### src/hdl/vvt_pkg.sv
// ----------------------------------------------------------------------------
// vvt_pkg: shared types and constants for the four-voice voicing transform
// Voicing mode codes, note constants, melodic offsets and the voice bundle.
// ----------------------------------------------------------------------------
package vvt_pkg;

  localparam int unsigned NoteW   = 7;
  localparam int unsigned Voices  = 4;
  localparam int unsigned ModeW   = 3;
  localparam int unsigned PdataW  = 32;
  localparam int unsigned PaddrW  = 2;

  localparam logic [NoteW-1:0] Octave = 7'd12;

  typedef enum logic [ModeW-1:0] {
    MODE_CLOSED   = 3'd0,
    MODE_DROP2    = 3'd1,
    MODE_DROP3    = 3'd2,
    MODE_DROP24   = 3'd3,
    MODE_UNISON   = 3'd4,
    MODE_OCTAVES  = 3'd5,
    MODE_DOUBLING = 3'd6
  } voicing_mode_e;

  // index 0 is the top voice
  typedef struct packed {
    logic [Voices-1:0][NoteW-1:0] note;
    logic [Voices-1:0]            on;
  } voice_set_t;

  typedef struct packed {
    voice_set_t       chord;
    logic signed [7:0] melody;
    logic             slash;
  } chord_item_t;

  // melodic offset for a voice, 9-bit signed
  function automatic logic signed [8:0] melodic_offset(voicing_mode_e  mode,
                                                      logic [1:0]     voice);
    logic signed [8:0] off;
    off = 9'sd0;
    case (mode)
      MODE_OCTAVES: begin
        case (voice)
          2'd1, 2'd2: off = -9'sd12;
          2'd3:       off = -9'sd24;
          default:    off = 9'sd0;
        endcase
      end
      MODE_DOUBLING: begin
        case (voice)
          2'd2, 2'd3: off = -9'sd12;
          default:    off = 9'sd0;
        endcase
      end
      default: off = 9'sd0;
    endcase
    return off;
  endfunction

endpackage

### src/hdl/four_voice_voicing_transform.sv
// ----------------------------------------------------------------------------
// four_voice_voicing_transform: closed, drop and melodic four-voice voicings
//
//   channel  | handshake                | payload
//   ---------+--------------------------+------------------------------------
//   in       | in_valid_i / in_ready_o  | melody, voice1..4 notes/on, slash
//   out      | out_valid_o / out_ready_i| out1..4 notes/on
//   config   | APB psel/penable/pready  | voicing_mode at byte address 0
//
// One transfer per cycle unless the output stalls; path: input register,
// transform, result register. No clearing pass after reset; the mode resets
// to closed. A stalled output holds its result while the input register still
// takes one more item; ready falls only when both registers are full.
// ----------------------------------------------------------------------------
module four_voice_voicing_transform
  import vvt_pkg::*;
(
  input  logic              clk_i,
  input  logic              rst_ni,
  input  logic              in_valid_i,
  output logic              in_ready_o,
  input  logic signed [7:0] melody_note_i,
  input  logic [NoteW-1:0]  voice1_note_i,
  input  logic [NoteW-1:0]  voice2_note_i,
  input  logic [NoteW-1:0]  voice3_note_i,
  input  logic [NoteW-1:0]  voice4_note_i,
  input  logic              voice1_on_i,
  input  logic              voice2_on_i,
  input  logic              voice3_on_i,
  input  logic              voice4_on_i,
  input  logic              slash_bass_i,
  output logic              out_valid_o,
  input  logic              out_ready_i,
  output logic [NoteW-1:0]  out1_note_o,
  output logic [NoteW-1:0]  out2_note_o,
  output logic [NoteW-1:0]  out3_note_o,
  output logic [NoteW-1:0]  out4_note_o,
  output logic              out1_on_o,
  output logic              out2_on_o,
  output logic              out3_on_o,
  output logic              out4_on_o,
  input  logic              psel,
  input  logic              penable,
  input  logic              pwrite,
  input  logic [PaddrW-1:0] paddr,
  input  logic [PdataW-1:0] pwdata,
  output logic [PdataW-1:0] prdata,
  output logic              pready
);

  voicing_mode_e mode;
  chord_item_t   in_item;
  chord_item_t   s1_item_q, s1_item_d;
  logic          s1_valid_q, s1_valid_d;
  voice_set_t    xf_voices;
  voice_set_t    out_q, out_d;
  logic          out_valid_q, out_valid_d;
  logic          s1_adv;
  logic          in_xfer;

  vvt_cfg_regs u_cfg (
    .clk_i   (clk_i),
    .rst_ni  (rst_ni),
    .psel    (psel),
    .penable (penable),
    .pwrite  (pwrite),
    .paddr   (paddr),
    .pwdata  (pwdata),
    .prdata  (prdata),
    .pready  (pready),
    .mode_o  (mode)
  );

  assign in_item.chord.note = {voice4_note_i, voice3_note_i, voice2_note_i, voice1_note_i};
  assign in_item.chord.on   = {voice4_on_i, voice3_on_i, voice2_on_i, voice1_on_i};
  assign in_item.melody     = melody_note_i;
  assign in_item.slash      = slash_bass_i;

  assign s1_adv     = s1_valid_q & (~out_valid_q | out_ready_i);
  assign in_ready_o = ~s1_valid_q | s1_adv;
  assign in_xfer    = in_valid_i & in_ready_o;

  vvt_xform u_xform (
    .item_i   (s1_item_q),
    .mode_i   (mode),
    .voices_o (xf_voices)
  );

  always_comb begin
    s1_item_d   = s1_item_q;
    s1_valid_d  = s1_valid_q;
    out_d       = out_q;
    out_valid_d = out_valid_q;
    if (out_valid_q && out_ready_i) begin
      out_valid_d = 1'b0;
    end
    if (s1_adv) begin
      out_d       = xf_voices;
      out_valid_d = 1'b1;
      s1_valid_d  = 1'b0;
    end
    if (in_xfer) begin
      s1_item_d  = in_item;
      s1_valid_d = 1'b1;
    end
  end

  always_ff @(posedge clk_i or negedge rst_ni) begin
    if (!rst_ni) begin
      s1_valid_q  <= 1'b0;
      out_valid_q <= 1'b0;
    end else begin
      s1_valid_q  <= s1_valid_d;
      out_valid_q <= out_valid_d;
    end
  end

  always_ff @(posedge clk_i) begin
    s1_item_q <= s1_item_d;
    out_q     <= out_d;
  end

  assign out_valid_o = out_valid_q;
  assign out1_note_o = out_q.note[0];
  assign out2_note_o = out_q.note[1];
  assign out3_note_o = out_q.note[2];
  assign out4_note_o = out_q.note[3];
  assign out1_on_o   = out_q.on[0];
  assign out2_on_o   = out_q.on[1];
  assign out3_on_o   = out_q.on[2];
  assign out4_on_o   = out_q.on[3];

`ifndef SYNTHESIS
  a_in_lands: assert property (@(posedge clk_i) disable iff (!rst_ni)
    in_xfer |=> s1_valid_q)
    else $error("accepted item not held in input register");

  a_s1_moves: assert property (@(posedge clk_i) disable iff (!rst_ni)
    s1_adv |=> out_valid_q)
    else $error("advanced item missing from result register");

  a_s1_holds: assert property (@(posedge clk_i) disable iff (!rst_ni)
    s1_valid_q && !s1_adv |=> s1_valid_q && $stable(s1_item_q))
    else $error("blocked input register lost its item");

  a_ready_full: assert property (@(posedge clk_i) disable iff (!rst_ni)
    !in_ready_o |-> s1_valid_q && out_valid_q && !out_ready_i)
    else $error("ready low with free space");
`endif

endmodule

### src/hdl/vvt_cfg_regs.sv
// ----------------------------------------------------------------------------
// vvt_cfg_regs: APB configuration register
// Holds the voicing mode; write on the access phase, read back on prdata.
// ----------------------------------------------------------------------------
module vvt_cfg_regs
  import vvt_pkg::*;
(
  input  logic              clk_i,
  input  logic              rst_ni,
  input  logic              psel,
  input  logic              penable,
  input  logic              pwrite,
  input  logic [PaddrW-1:0] paddr,
  input  logic [PdataW-1:0] pwdata,
  output logic [PdataW-1:0] prdata,
  output logic              pready,
  output voicing_mode_e     mode_o
);

  voicing_mode_e mode_q, mode_d;
  logic          wr_en;

  assign pready = 1'b1;
  assign wr_en  = psel & penable & pwrite;

  always_comb begin
    mode_d = mode_q;
    if (wr_en) begin
      mode_d = voicing_mode_e'(pwdata[ModeW-1:0]);
    end
  end

  always_ff @(posedge clk_i or negedge rst_ni) begin
    if (!rst_ni) begin
      mode_q <= MODE_CLOSED;
    end else begin
      mode_q <= mode_d;
    end
  end

  always_comb begin
    prdata = '0;
    if (paddr == '0) begin
      prdata[ModeW-1:0] = mode_q;
    end
  end

  assign mode_o = mode_q;

endmodule

### src/hdl/vvt_xform.sv
// ----------------------------------------------------------------------------
// vvt_xform: voicing transform datapath
// Closed, drop and melodic voicings of one chord item, purely combinational.
// ----------------------------------------------------------------------------
module vvt_xform
  import vvt_pkg::*;
(
  input  chord_item_t   item_i,
  input  voicing_mode_e mode_i,
  output voice_set_t    voices_o
);

  always_comb begin
    logic [NoteW-1:0]  lo2, lo3, lo4;
    logic              ok2, ok3, ok4;
    logic [NoteW-1:0]  a, b, c, t;
    logic              drop_ok;
    logic              complete;
    logic signed [8:0] n;

    lo2      = item_i.chord.note[1] - Octave;
    lo3      = item_i.chord.note[2] - Octave;
    lo4      = item_i.chord.note[3] - Octave;
    ok2      = item_i.chord.note[1] >= Octave;
    ok3      = item_i.chord.note[2] >= Octave;
    ok4      = item_i.chord.note[3] >= Octave;
    complete = &item_i.chord.on;
    a        = '0;
    b        = '0;
    c        = '0;
    t        = '0;
    n        = '0;
    drop_ok  = 1'b0;
    voices_o = item_i.chord;

    case (mode_i)
      MODE_DROP2: begin
        a       = item_i.chord.note[2];
        b       = item_i.chord.note[3];
        c       = lo2;
        drop_ok = complete & ~item_i.slash & ok2;
      end
      MODE_DROP3: begin
        a       = item_i.chord.note[1];
        b       = item_i.chord.note[3];
        c       = lo3;
        drop_ok = complete & ~item_i.slash & ok3;
      end
      MODE_DROP24: begin
        a       = lo2;
        b       = item_i.chord.note[2];
        c       = lo4;
        drop_ok = complete & ok2 & ok4;
      end
      default: drop_ok = 1'b0;
    endcase

    // three-way descending sort
    if (b > a) begin
      t = a; a = b; b = t;
    end
    if (c > a) begin
      t = a; a = c; c = t;
    end
    if (c > b) begin
      t = b; b = c; c = t;
    end

    if (drop_ok) begin
      voices_o.note[1] = a;
      voices_o.note[2] = b;
      voices_o.note[3] = c;
      voices_o.on      = '1;
    end

    if (mode_i == MODE_UNISON || mode_i == MODE_OCTAVES || mode_i == MODE_DOUBLING) begin
      for (int i = 0; i < Voices; i++) begin
        n = {item_i.melody[7], item_i.melody} + melodic_offset(mode_i, 2'(i));
        voices_o.on[i]   = ~item_i.melody[7] & ~n[8];
        voices_o.note[i] = voices_o.on[i] ? n[NoteW-1:0] : '0;
      end
    end
  end

endmodule

### config.mk
export PLATFORM = sky130hd
export DESIGN_NAME = four_voice_voicing_transform
export DESIGN_NICKNAME = d
export VERILOG_FILES = /design/src/hdl/vvt_pkg.sv /design/src/hdl/four_voice_voicing_transform.sv /design/src/hdl/vvt_cfg_regs.sv /design/src/hdl/vvt_xform.sv
export SDC_FILE = /design/constraint.sdc
export NUM_CORES = 1
export LEC_CHECK = 0
export BUFFER_PORTS_ARGS = -buffer_cell sky130_fd_sc_hd__buf_2
export CAP_MARGIN = 20
export CORE_ASPECT_RATIO = 0.8
export CORE_MARGIN = 2
export CORE_UTILIZATION = 58
export DETAILED_ROUTE_END_ITERATION = 16
export GPL_TIMING_DRIVEN = 0
export HOLD_SLACK_MARGIN = 0.08
export PLACE_DENSITY_LB_ADDON = 0.12
export SLEW_MARGIN = 20
export SYNTH_ARGS = -nofsm -noshare
export SYNTH_HDL_FRONTEND = slang
export SYNTH_SLANG_ARGS = --single-unit
### constraint.sdc
create_clock -name clk_i -period 9.6 [get_ports clk_i]
set_clock_uncertainty 0.1 [all_clocks]
set_input_delay 1.92 -clock clk_i [delete_from_list [all_inputs] [get_ports clk_i]]
set_output_delay 1.92 -clock clk_i [all_outputs]
set_load 0.01 [all_outputs]
==> results of run 1 <==
[per-layer routing]
layer,up-vias,global-route usage
met2,291,0.4694
met5,-,0
met1,2236,0.4542
met4,0,0.07419
li1,2238,-
met3,23,0.05694
[sequential cells by signal (all words and copies together) (netlist names), 3 cells and up]
| signal | cells |
|---|---|
| s1_item_q | 41 |
| out1_note_o | 7 |
| out2_note_o | 7 |
| out3_note_o | 7 |
| out4_note_o | 7 |
| u_cfg.mode_o | 3 |
[layout by cell type, fill, tap and decap left out, types with 3 or more instances in the layout]
cell | synthesis | final
buf_2 | 10 | 99
edfxtp_1 | 73 | 73
nor2_1 | 49 | 49
a21oi_1 | 42 | 42
ha_1 | 39 | 39
buf_4 | 34 | 34
nand2_1 | 30 | 30
conb_1 | 2 | 30
mux2i_1 | 21 | 21
nand2b_1 | 19 | 19
inv_1 | 18 | 18
a22oi_1 | 15 | 15
xnor2_1 | 15 | 15
nor3_1 | 15 | 15
o21ai_1 | 13 | 13
o21ai_0 | 13 | 13
mux2_2 | 11 | 11
a21o_1 | 9 | 9
clkbuf_16 | 0 | 9
clkbuf_1 | 6 | 7
a21oi_2 | 6 | 6
nand3b_1 | 6 | 6
a31oi_1 | 6 | 6
xor2_1 | 6 | 6
o41ai_2 | 6 | 6
nand3_1 | 5 | 5
and2_1 | 7 | 5
nand4_1 | 5 | 5
a221o_1 | 5 | 5
dfrtp_1 | 5 | 5
buf_6 | 4 | 4
a211oi_2 | 4 | 4
a211oi_1 | 4 | 4
a211o_1 | 3 | 3
nor3b_1 | 3 | 3
o22ai_1 | 3 | 3
nor2b_1 | 3 | 3
[power by group]
group / internal, uW / total (uW) / leakage (uW) / switching, uW
Combinational: 433 / 1210 / 0.00200 / 781
Clock: 203 / 342 / 0.000139 / 139
Sequential: 420 / 443 / 0.000764 / 23.6
Total: 1060 / 2000 / 0.00291 / 944
[worst max-delay path, delay by kind of cell, from the launching register on]
kind / cells / cell delay, ns
adders and majority gates: 3 / 0.92
DFF: 1 / 0.44
muxes: 1 / 0.36
and+or+nand+nor: 8 / 2.43
AOI/OAI and AO/OA: 10 / 2.02
buffers and inverters: 8 / 1.63
[cell families after synthesis]
| family | synth area share |
|---|---|
| flops | 0.4079 |
| compound gates | 0.1901 |
| fa+ha+maj | 0.08943 |
| mux | 0.06277 |
| simple gates | 0.1379 |
| other cells | 0.001322 |
| xor+xnor | 0.03238 |
| buf+inv | 0.07819 |
[worst paths after layout]
path | from | endpoint | slack (ns)
worst min register to register | s1_valid_q | out_valid_o | 0.40
worst max register to register | u_cfg.mode_o[1] | out4_note_o[2] | 1.54
worst max-delay path | u_cfg.mode_o[1] | out4_note_o[2] | 1.54
min in group asynchronous | rst_ni | u_cfg.mode_o[0] | 1.28
max in group asynchronous | rst_ni | u_cfg.mode_o[1] | 7.99
worst min-delay path | s1_valid_q | out_valid_o | 0.40
[area by class of cell]
class                      count  share of cell area
clock inverter                 6             0.01006
tap                          119             0.02216
timing repair buffer          91             0.07225
inverter                      18             0.01006
buffer                        55             0.05605
multi-input combinational    426              0.4505
sequential                    78              0.3449
clock buffer                  10             0.03408
[stage by stage]
step	worst slack, ns	hold slack (ns)	cell area, um^2	util	power [uW]
floorplan	3.283	0.3490	5786	-	1330
global placement	1.831	0.3650	6380	0.6667	1587
detailed placement	1.745	0.3831	6422	0.6712	1625
CTS	1.665	0.3953	6719	0.7021	1971
global route	1.129	0.4349	6719	0.7021	2129
finish	1.539	0.3951	6719	0.7021	1999
==> results by group, run 1 <==
Logic synthesis
  • FFs w/ async S/R, synth: 0.06410
  • Post-synth top cells: edfxtp_1 (73), nor2_1 (49), a21oi_1 (42), ha_1 (39), buf_4 (34)
  • Biggest area consumer among synthesized cells: edfxtp_1
  • Post-synth top flop: edfxtp_1
  • Post-synthesis register bit count: 78
  • Top-area cell type share of the netlist area: 0.3859
  • Ranking of synthesized cells by area: edfxtp_1 (39%), ha_1 (8.6%), buf_4 (4.5%)
  • YS warnings: 0
  • Number of synthesized flops with an enable pin: 73
  • Synth unique cells: between 60 and 70
  • Most frequent cell after synthesis: edfxtp_1
  • Syn Area/Cell: between 10 and 15 um^2
  • Syn Inst Count: ~550
  • Cell Area, Synth: 0.005680 mm^2
  • Sequential share of the synthesized area: 0.4079

STA
  • Post-route clock period utilization: 0.8397
  • Total negative slack: 0 ns
  • RSZ-0062 raised after global routing: no
  • Rel. slew slack: 0.4031
  • Final Hold Viols: 0
  • Max-slew violations: 0
  • Worst slew pin tran: roughly 0.88 ns
  • Fmax: 124.1 MHz
  • Minimum clock period: 8.061 ns
  • Final setup vio count: 0

Clock tree
  • Post-CTS Setup Bufs: 0
  • Clk slew on worst S/H paths: 0.06 ns
  • Worst-Skew Late Latency: 0.34 ns
  • CTS Buf Count: 9
  • CTS tree: done
  • CTS H-tree lvls: 3
  • CTS root buf: clkbuf_16
  • CTS sink count: 78
  • Max clock buf depth: 2
  • CTS resizes: 0
  • Post-CTS Hold Buffers: 0

Place
  • Placed insts: 787
  • Post-DP HPWL: 12400 um
  • Buffers added on ports: 89
  • GP Congestion: 0.9514

Drt
  • Via-to-Cell Ratio: 5.963
  • Drt wl/cell: 19.77 um
  • Met1 Wirelength: 6875 um
  • Met2 routed WL: ~7100 um
  • Vias: 4788
  • Met3 WL post-DR: roughly 1600 um
  • Total Wirelength: 15880 um
  • DR top layer: met4
  • First-pass DRT Iterations: 5
  • 1st-iter DRT viols: ~480
  • DRC viols: 0
  • Antenna viol nets, final: 0

Setup path
  • Req. time, crit path: slightly below 10 ns
  • CP max-delay cell: a2111oi_0
  • Kind of critical path: reg -> reg
  • R2R depth: 30
  • Cell repeated most along the worst path: a21oi_1
  • Worst path max stage delay: 0.70 ns
  • Crit path launch type: flip-flop
  • CP endpoint kind: flip-flop
  • Worst Path Arrival: a little over 8 ns
  • Crit-path max FO: 10

Finish
  • # diodes: 0
  • Register area: 0.002317 mm^2
  • Area used by multi-input combinational logic: 0.003027 mm^2
  • P&R area growth vs syn: 18.28%
  • FILL cells: 736
  • Layout cell share with drive strength beyond 1: 0.2880
  • Final Non-Filler Cells: 803
  • Final nets: 801

Power
  • Leakage dissipation: roughly 0.0029 uW
  • Cell Pwr Density: 297.5 mW/mm^2
  • Peak supply drop: about 230 uV

Floorplanning
  • Total die area: 0.01061 mm^2
  • I/O pins: 149
  • FP Rows: 32
  • Die height: around 93 um
  • Core Region: between 0.009 and 0.01 mm^2
  • Initial Utilization: 0.5936
  • Die W: 114.6 um

Worst hold path
  • Cell depth of the worst hold path: 1
  • Worst Hold Class: reg -> reg

GRT
  • Initial antenna violation count: 0
  • GR Overflow Total: 0
  • Number of global-route vias before repair: 4400
  • Largest net degree at the start of global routing: 36
  • Total GRT Usage: 0.3073
  • First-pass GRT wire length: roughly 24000 um

Run
  • Max cap viols: 0

Run status
  • Status: finished, final reports clean
No activity file was read; power rests on OpenSTA's default activity.
==> run 2: changes to the inputs <==
Settings changed: CORE_UTILIZATION 58 to 49.
Clock period 9.6 ns to 6.8 ns, I/O delays scaled along.
==> results by group, run 2 (synthesis gave the netlist of run 1 again) <==
STA
  • Rel. slew slack: 0.4587 (was 0.4031)
  • Final Hold Viols: 0 (unchanged)
  • Minimum clock period: 6.555 ns (was 8.061 ns)
  • Max-slew violations: 0 (unchanged)
  • Post-route clock period utilization: 0.9640 (was 0.8397)
  • Fmax: 152.6 MHz (was 124.1 MHz)
  • Total negative slack: 0 ns (unchanged)
  • Worst slew pin tran: 0.8120 ns (was 0.8814 ns)
  • Final worst slack: 0.2451 ns (was 1.539 ns)
  • Final setup vio count: 0 (unchanged)

Clock tree
  • CTS H-tree lvls: 3 (unchanged)
  • CTS Buf Count: 9 (unchanged)
  • Worst-Skew Late Latency: 0.34 ns (about the same)
  • CTS root buf: clkbuf_16 (unchanged)
  • Post-CTS Hold Buffers: 0 (unchanged)
  • CTS sink count: 78 (unchanged)
  • Max clock buf depth: 2 (unchanged)
  • Clk slew on worst S/H paths: 0.07 ns (was 0.06 ns)
  • CTS tree: done (unchanged)

Finish
  • Max reg flops: 41 (unchanged)
  • Most frequent cells in the layout: buf_2 (95), edfxtp_1 (73), buf_4 (58) (was buf_2 (99), edfxtp_1 (73), nor2_1 (49))
  • Commonest non-fill, non-tap cell in the layout: buf_2 (unchanged)
  • Layout cell share with drive strength beyond 1: 0.3432 (was 0.2880)
  • Largest Register: s1_item_q (unchanged)
  • P&R area growth vs syn: 25.55% (was 18.28%)
  • # diodes: 0 (unchanged)
  • Final nets: 825 (was 801)
  • Post-layout util: 0.6240 (was 0.7021)

Setup path
  • Worst path max stage delay: 0.56 ns (was 0.70 ns)
  • Crit-path max FO: 8 (was 10)
  • Critical path buffer and inverter count: 3 (was 8)
  • CP endpoint kind: flip-flop (unchanged)
  • Worst Path Arrival: 6.66 ns (was 8.15 ns)
  • Crit path launch type: flip-flop (unchanged)
  • Req. time, crit path: 6.90 ns (was 9.69 ns)
  • Internal reg-to-reg setup slack: 0.25 ns (was 1.54 ns)
  • Family with the most delay on the worst path: simple AND/OR/NAND/NOR gates (unchanged)
  • Kind of critical path: reg -> reg (unchanged)
  • CP max-delay cell: or4_4 (was a2111oi_0)

Place
  • Post-DP HPWL: 12350 um (was 12400 um)
  • Pre-CTS setup slack: -1.068 ns (was 1.745 ns)
  • Buffers added on ports: 89 (unchanged)
  • GP Congestion: 0.9228 (was 0.9514)

Drt
  • Antenna viol nets, final: 0 (unchanged)
  • Vias: 4740 (was 4788)
  • Via-to-Cell Ratio: 5.537 (was 5.963)
  • DRC viols: 0 (unchanged)
  • 1st-iter DRT viols: 351 (was 483)
  • First-pass DRT Iterations: 5 (unchanged)
  • Total Wirelength: 16210 um (was 15880 um)
  • Drt wl/cell: 18.94 um (was 19.77 um)

GRT
  • First-pass GRT wire length: 24970 um (was 24330 um)
  • Number of global-route vias before repair: 4478 (was 4400)
  • Largest net degree at the start of global routing: 35 (was 36)
  • GR Overflow Total: 0 (unchanged)
  • Initial antenna violation count: 1 (was 0)
  • Total GRT Usage: 0.2615 (was 0.3073)

Power
  • Peak supply drop: 309.6 uV (was 225.4 uV)
  • Cell Pwr Density: 453.9 mW/mm^2 (was 297.5 mW/mm^2)
  • Leakage dissipation: 0.003066 uW (was 0.002905 uW)

Floorplanning
  • I/O pins: 149 (unchanged)
  • Die W: 124.4 um (was 114.6 um)
  • Core Region: 0.01143 mm^2 (was 0.009569 mm^2)
  • Total die area: 0.01248 mm^2 (was 0.01061 mm^2)
  • Die height: 100.3 um (was 92.52 um)
  • Initial Utilization: 0.4970 (was 0.5936)
  • FP Rows: 35 (was 32)

Run status
  • Status: finished, final reports clean (unchanged)

Worst hold path
  • Worst Hold Class: reg -> reg (unchanged)

Run
  • Max cap viols: 0 (unchanged)
==> run 2: cell types whose count changed in the layout (fill, tap and decap cells not counted), sizes merged <==
cell / delta
clkbuf: +1
bufinv: +1
buf: +22
inv: -1
clkinv: +1
==> run 2: path summary, 6_finish.rpt <==
path,from,endpoint,depth (start not counted)
worst max-delay path,s1_item_q[23],out4_note_o[2],28
worst min-delay path,s1_valid_q,out_valid_o,1
worst max register to register,s1_item_q[23],out4_note_o[2],28
worst min register to register,s1_valid_q,out_valid_o,1
max in group asynchronous,rst_ni,u_cfg.mode_o[1],1
min in group asynchronous,rst_ni,u_cfg.mode_o[0],1
==> run 2: through the flow <==
stage,hold slack (ns),power (uW),area [um^2],cells
after floorplan,0.3490,1878,5786,577
after global placement,0.3550,2261,6416,814
after detailed placement,0.3719,2291,6459,816
after CTS,0.3725,3040,6932,838
after global routing,0.3990,3449,7132,856
final,0.3700,3237,7132,856
==> run 2: area by class of cell <==
| cell class | instances | area [um^2] |
|---|---|---|
| clock buffers | 9 | 225.2 |
| clock inverters | 7 | 96.34 |
| fillers | 959 | 4298 |
| flip-flops and latches | 78 | 2317 |
| well taps | 148 | 185.2 |
| repair buffers | 115 | 678.2 |
| multi-input cells | 426 | 3163 |
| plain buffers | 55 | 399.1 |
| inverters | 18 | 67.56 |
==> run 2: worst register-to-register path: cells and delay by family (launching register included) <==
kind | cells | cell delay [ns]
AOI/OAI and AO/OA | 8 | 1.54
DFF | 1 | 0.47
buffers and inverters | 3 | 0.31
xor gates and xnor gates | 1 | 0.10
and+or+nand+nor | 10 | 2.34
muxes | 2 | 0.48
adders and majority gates | 4 | 1.08
==> run 2: routing by layer <==
layer | routed length, um | GRT usage | up-vias
li1 | - | - | 2287
met1 | 7454 | 0.3756 | 2213
met2 | 7035 | 0.3968 | 212
met3 | 1408 | 0.06557 | 28
met4 | 315 | 0.06914 | 0
met5 | 0 | 0 | -
==> run 2: report_power, final <==
part	switching [uW]	internal, uW
Clock	201	322
Sequential	31.0	592
Combinational	1230	861
Total	1460	1780
==> run 2: what timing repair did <==
action,CTS,global route
buffers inserted,6,18
resized for setup,27,14
cloned,0,0
setup endpoints to repair,14,14
pin swaps,3,9
==> run 3: changes to the inputs <==
Settings changed: MAX_ROUTING_LAYER set to met4.
==> results by group, run 3 (synthesis gave the netlist of run 1 again) <==
Clock tree
  • CTS sink count: 78 (unchanged)
  • CTS root buf: clkbuf_16 (unchanged)
  • CTS H-tree lvls: 3 (unchanged)
  • Clk slew on worst S/H paths: 0.07 ns (about the same)
  • Post-CTS Hold Buffers: 0 (unchanged)
  • CTS Buf Count: 9 (unchanged)
  • CTS tree: done (unchanged)
  • Max clock buf depth: 2 (unchanged)
  • Worst-Skew Late Latency: 0.34 ns (about the same)

Worst hold path
  • Worst Hold Class: reg -> reg (unchanged)
  • Cell depth of the worst hold path: 1 (unchanged)

Finish
  • Commonest non-fill, non-tap cell in the layout: buf_2 (unchanged)
  • Layout cell share with drive strength beyond 1: 0.3543 (was 0.3432)
  • Final nets: 831 (was 825)
  • # diodes: 0 (unchanged)
  • P&R area growth vs syn: 26.83% (was 25.55%)
  • Max reg flops: 41 (unchanged)
  • Finished Cell Area: 0.007204 mm^2 (was 0.007132 mm^2)
  • Most frequent cells in the layout: buf_2 (95), edfxtp_1 (73), buf_4 (65) (was buf_2 (95), edfxtp_1 (73), buf_4 (58))
  • Largest Register: s1_item_q (unchanged)

Floorplanning
  • FP Rows: 35 (unchanged)
  • Total die area: 0.01248 mm^2 (unchanged)
  • Die W: 124.4 um (unchanged)
  • Core Region: 0.01143 mm^2 (unchanged)
  • I/O pins: 149 (unchanged)
  • Die height: 100.3 um (unchanged)
  • Initial Utilization: 0.4970 (unchanged)

Setup path
  • FF-to-FF End: out3_note_o[4] (was out4_note_o[2])
  • Crit path launch type: flip-flop (unchanged)
  • Internal reg-to-reg setup slack: 0.19 ns (was 0.25 ns)
  • Req. time, crit path: 6.80 ns (was 6.90 ns)
  • Setup crit start: s1_item_q[22] (was s1_item_q[23])
  • CP endpoint kind: flip-flop (unchanged)
  • Kind of critical path: reg -> reg (unchanged)
  • Crit-path max FO: 10 (was 8)
  • Worst Path Arrival: 6.62 ns (was 6.66 ns)
  • R2R depth: 28 (unchanged)
  • Worst path max stage delay: 0.57 ns (was 0.56 ns)
  • CP Capture Point: out3_note_o[4] (was out4_note_o[2])
  • R2r startpoint: s1_item_q[22] (was s1_item_q[23])
  • CP max-delay cell: or4_4 (unchanged)

Power
  • Peak supply drop: 255.9 uV (was 309.6 uV)
  • Leakage dissipation: 0.003101 uW (was 0.003066 uW)
  • Sequential Power Share: 0.190 (was 0.193)
  • Sw Ratio: 0.4538 (was 0.4514)
  • Net Switching: 1482 uW (was 1461 uW)
  • Internal power: 1784 uW (was 1776 uW)
  • Clock group share of total power: 0.161 (was 0.162)
  • Cell Pwr Density: 453.2 mW/mm^2 (was 453.9 mW/mm^2)
  • Combinational fraction of design power: 0.649 (was 0.646)

STA
  • Post-route clock period utilization: 0.9727 (was 0.9640)
  • Final worst slack: 0.1853 ns (was 0.2451 ns)
  • Worst slew pin tran: 0.7947 ns (was 0.8120 ns)
  • Minimum clock period: 6.615 ns (was 6.555 ns)
  • Rel. slew slack: 0.4702 (was 0.4587)
  • Final setup vio count: 0 (unchanged)
  • Final Hold Viols: 0 (unchanged)
  • Max-slew violations: 0 (unchanged)
  • Fmax: 151.2 MHz (was 152.6 MHz)

Place
  • Post-DP HPWL: 12770 um (was 12350 um)
  • Placed cell area: 0.006466 mm^2 (was 0.006459 mm^2)
  • Buffers added on ports: 89 (unchanged)
  • Pre-CTS setup slack: -0.8416 ns (was -1.068 ns)
  • GP Congestion: 0.9791 (was 0.9228)

GRT
  • Initial antenna violation count: 0 (was 1)
  • Number of global-route vias before repair: 4531 (was 4478)
  • First-pass GRT wire length: 25260 um (was 24970 um)
  • GR Overflow Total: 0 (unchanged)
  • Largest net degree at the start of global routing: 34 (was 35)
  • Total GRT Usage: 0.2762 (was 0.2615)

Run
  • Max cap viols: 0 (unchanged)

Drt
  • 1st-iter DRT viols: 416 (was 351)
  • Vias: 4836 (was 4740)
  • Drt wl/cell: 19.44 um (was 18.94 um)
  • Antenna viol nets, final: 0 (unchanged)
  • Via-to-Cell Ratio: 5.610 (was 5.537)
  • Total Wirelength: 16760 um (was 16210 um)
  • DRC viols: 0 (unchanged)
  • First-pass DRT Iterations: 5 (unchanged)

Run status
  • Status: finished, final reports clean (unchanged)
==> run 3: cell types whose count changed in the layout (fill, tap and decap cells not counted), sizes merged <==
cell	delta
clkbuf	-1
buf	+7
==> run 3: how the worst min path moves through the flow <==
stage | start | to
3_5_place_dp | s1_valid_q | out_valid_o
2_1_floorplan | s1_valid_q | out_valid_o
6_report | s1_valid_q | out_valid_o
3_3_place_gp | s1_valid_q | out_valid_o
5_1_grt | s1_valid_q | out_valid_o
4_1_cts | s1_valid_q | out_valid_o
==> run 3: timing repair <==
action	CTS	global route
buffers inserted	7	23
endpoints found under the setup margin	14	14
resized for setup	27	21
pin swaps	4	10
==> run 3: worst max-delay path: cells and delay by family, from the launching register on <==
kind / cells / cell delay (ns)
buffers and inverters: 7 / 1.19
multiplexers: 1 / 0.37
flip-flops: 1 / 0.46
AO/OA/AOI/OAI: 10 / 1.88
AND/OR/NAND/NOR: 7 / 1.50
adder cells (fa/ha/maj): 3 / 0.86
==> run 3: routing by layer <==
layer | up-vias | global-route usage | share of wire
li1 | 2295 | - | -
met4 | 0 | 0.1011 | 0.025
met1 | 2301 | 0.3684 | 0.45
met3 | 37 | 0.05597 | 0.071
met2 | 203 | 0.4212 | 0.45
met5 | - | - | 0
==> run 3: layout make-up <==
type,count,area [um^2]
Fill cell,949,4225
Multi-Input combinational cell,426,3192
Inverter,18,67.56
Tap cell,148,185.2
Clock buffer,9,225.2
Sequential cell,78,2317
Timing Repair Buffer,121,718.2
Buffer,55,402.9
Clock inverter,7,96.34
==> run 3: per-stage QoR <==
step	TNS (ns)	total power [uW]	hold WS, ns	cells	utilization
5_1_grt	-0.1221	3468	0.3911	862	0.6303
4_1_cts	0	2956	0.3785	839	0.6067
3_5_place_dp	-7.565	2282	0.3805	816	0.5657
6_report	0	3265	0.3827	862	0.6303
3_3_place_gp	-7.127	2251	0.3588	814	0.5614
2_1_floorplan	0	1878	0.3490	577	-
==> run 3: power groups by stage <==
stage / clock (uW) / combinational [uW] / sequential [uW]
6_report: 524 / 2120 / 622
5_1_grt: 550 / 2290 / 627
4_1_cts: 532 / 1800 / 623
3_5_place_dp: 0 / 1650 / 634
3_3_place_gp: 0 / 1620 / 635
2_1_floorplan: 0 / 1240 / 640
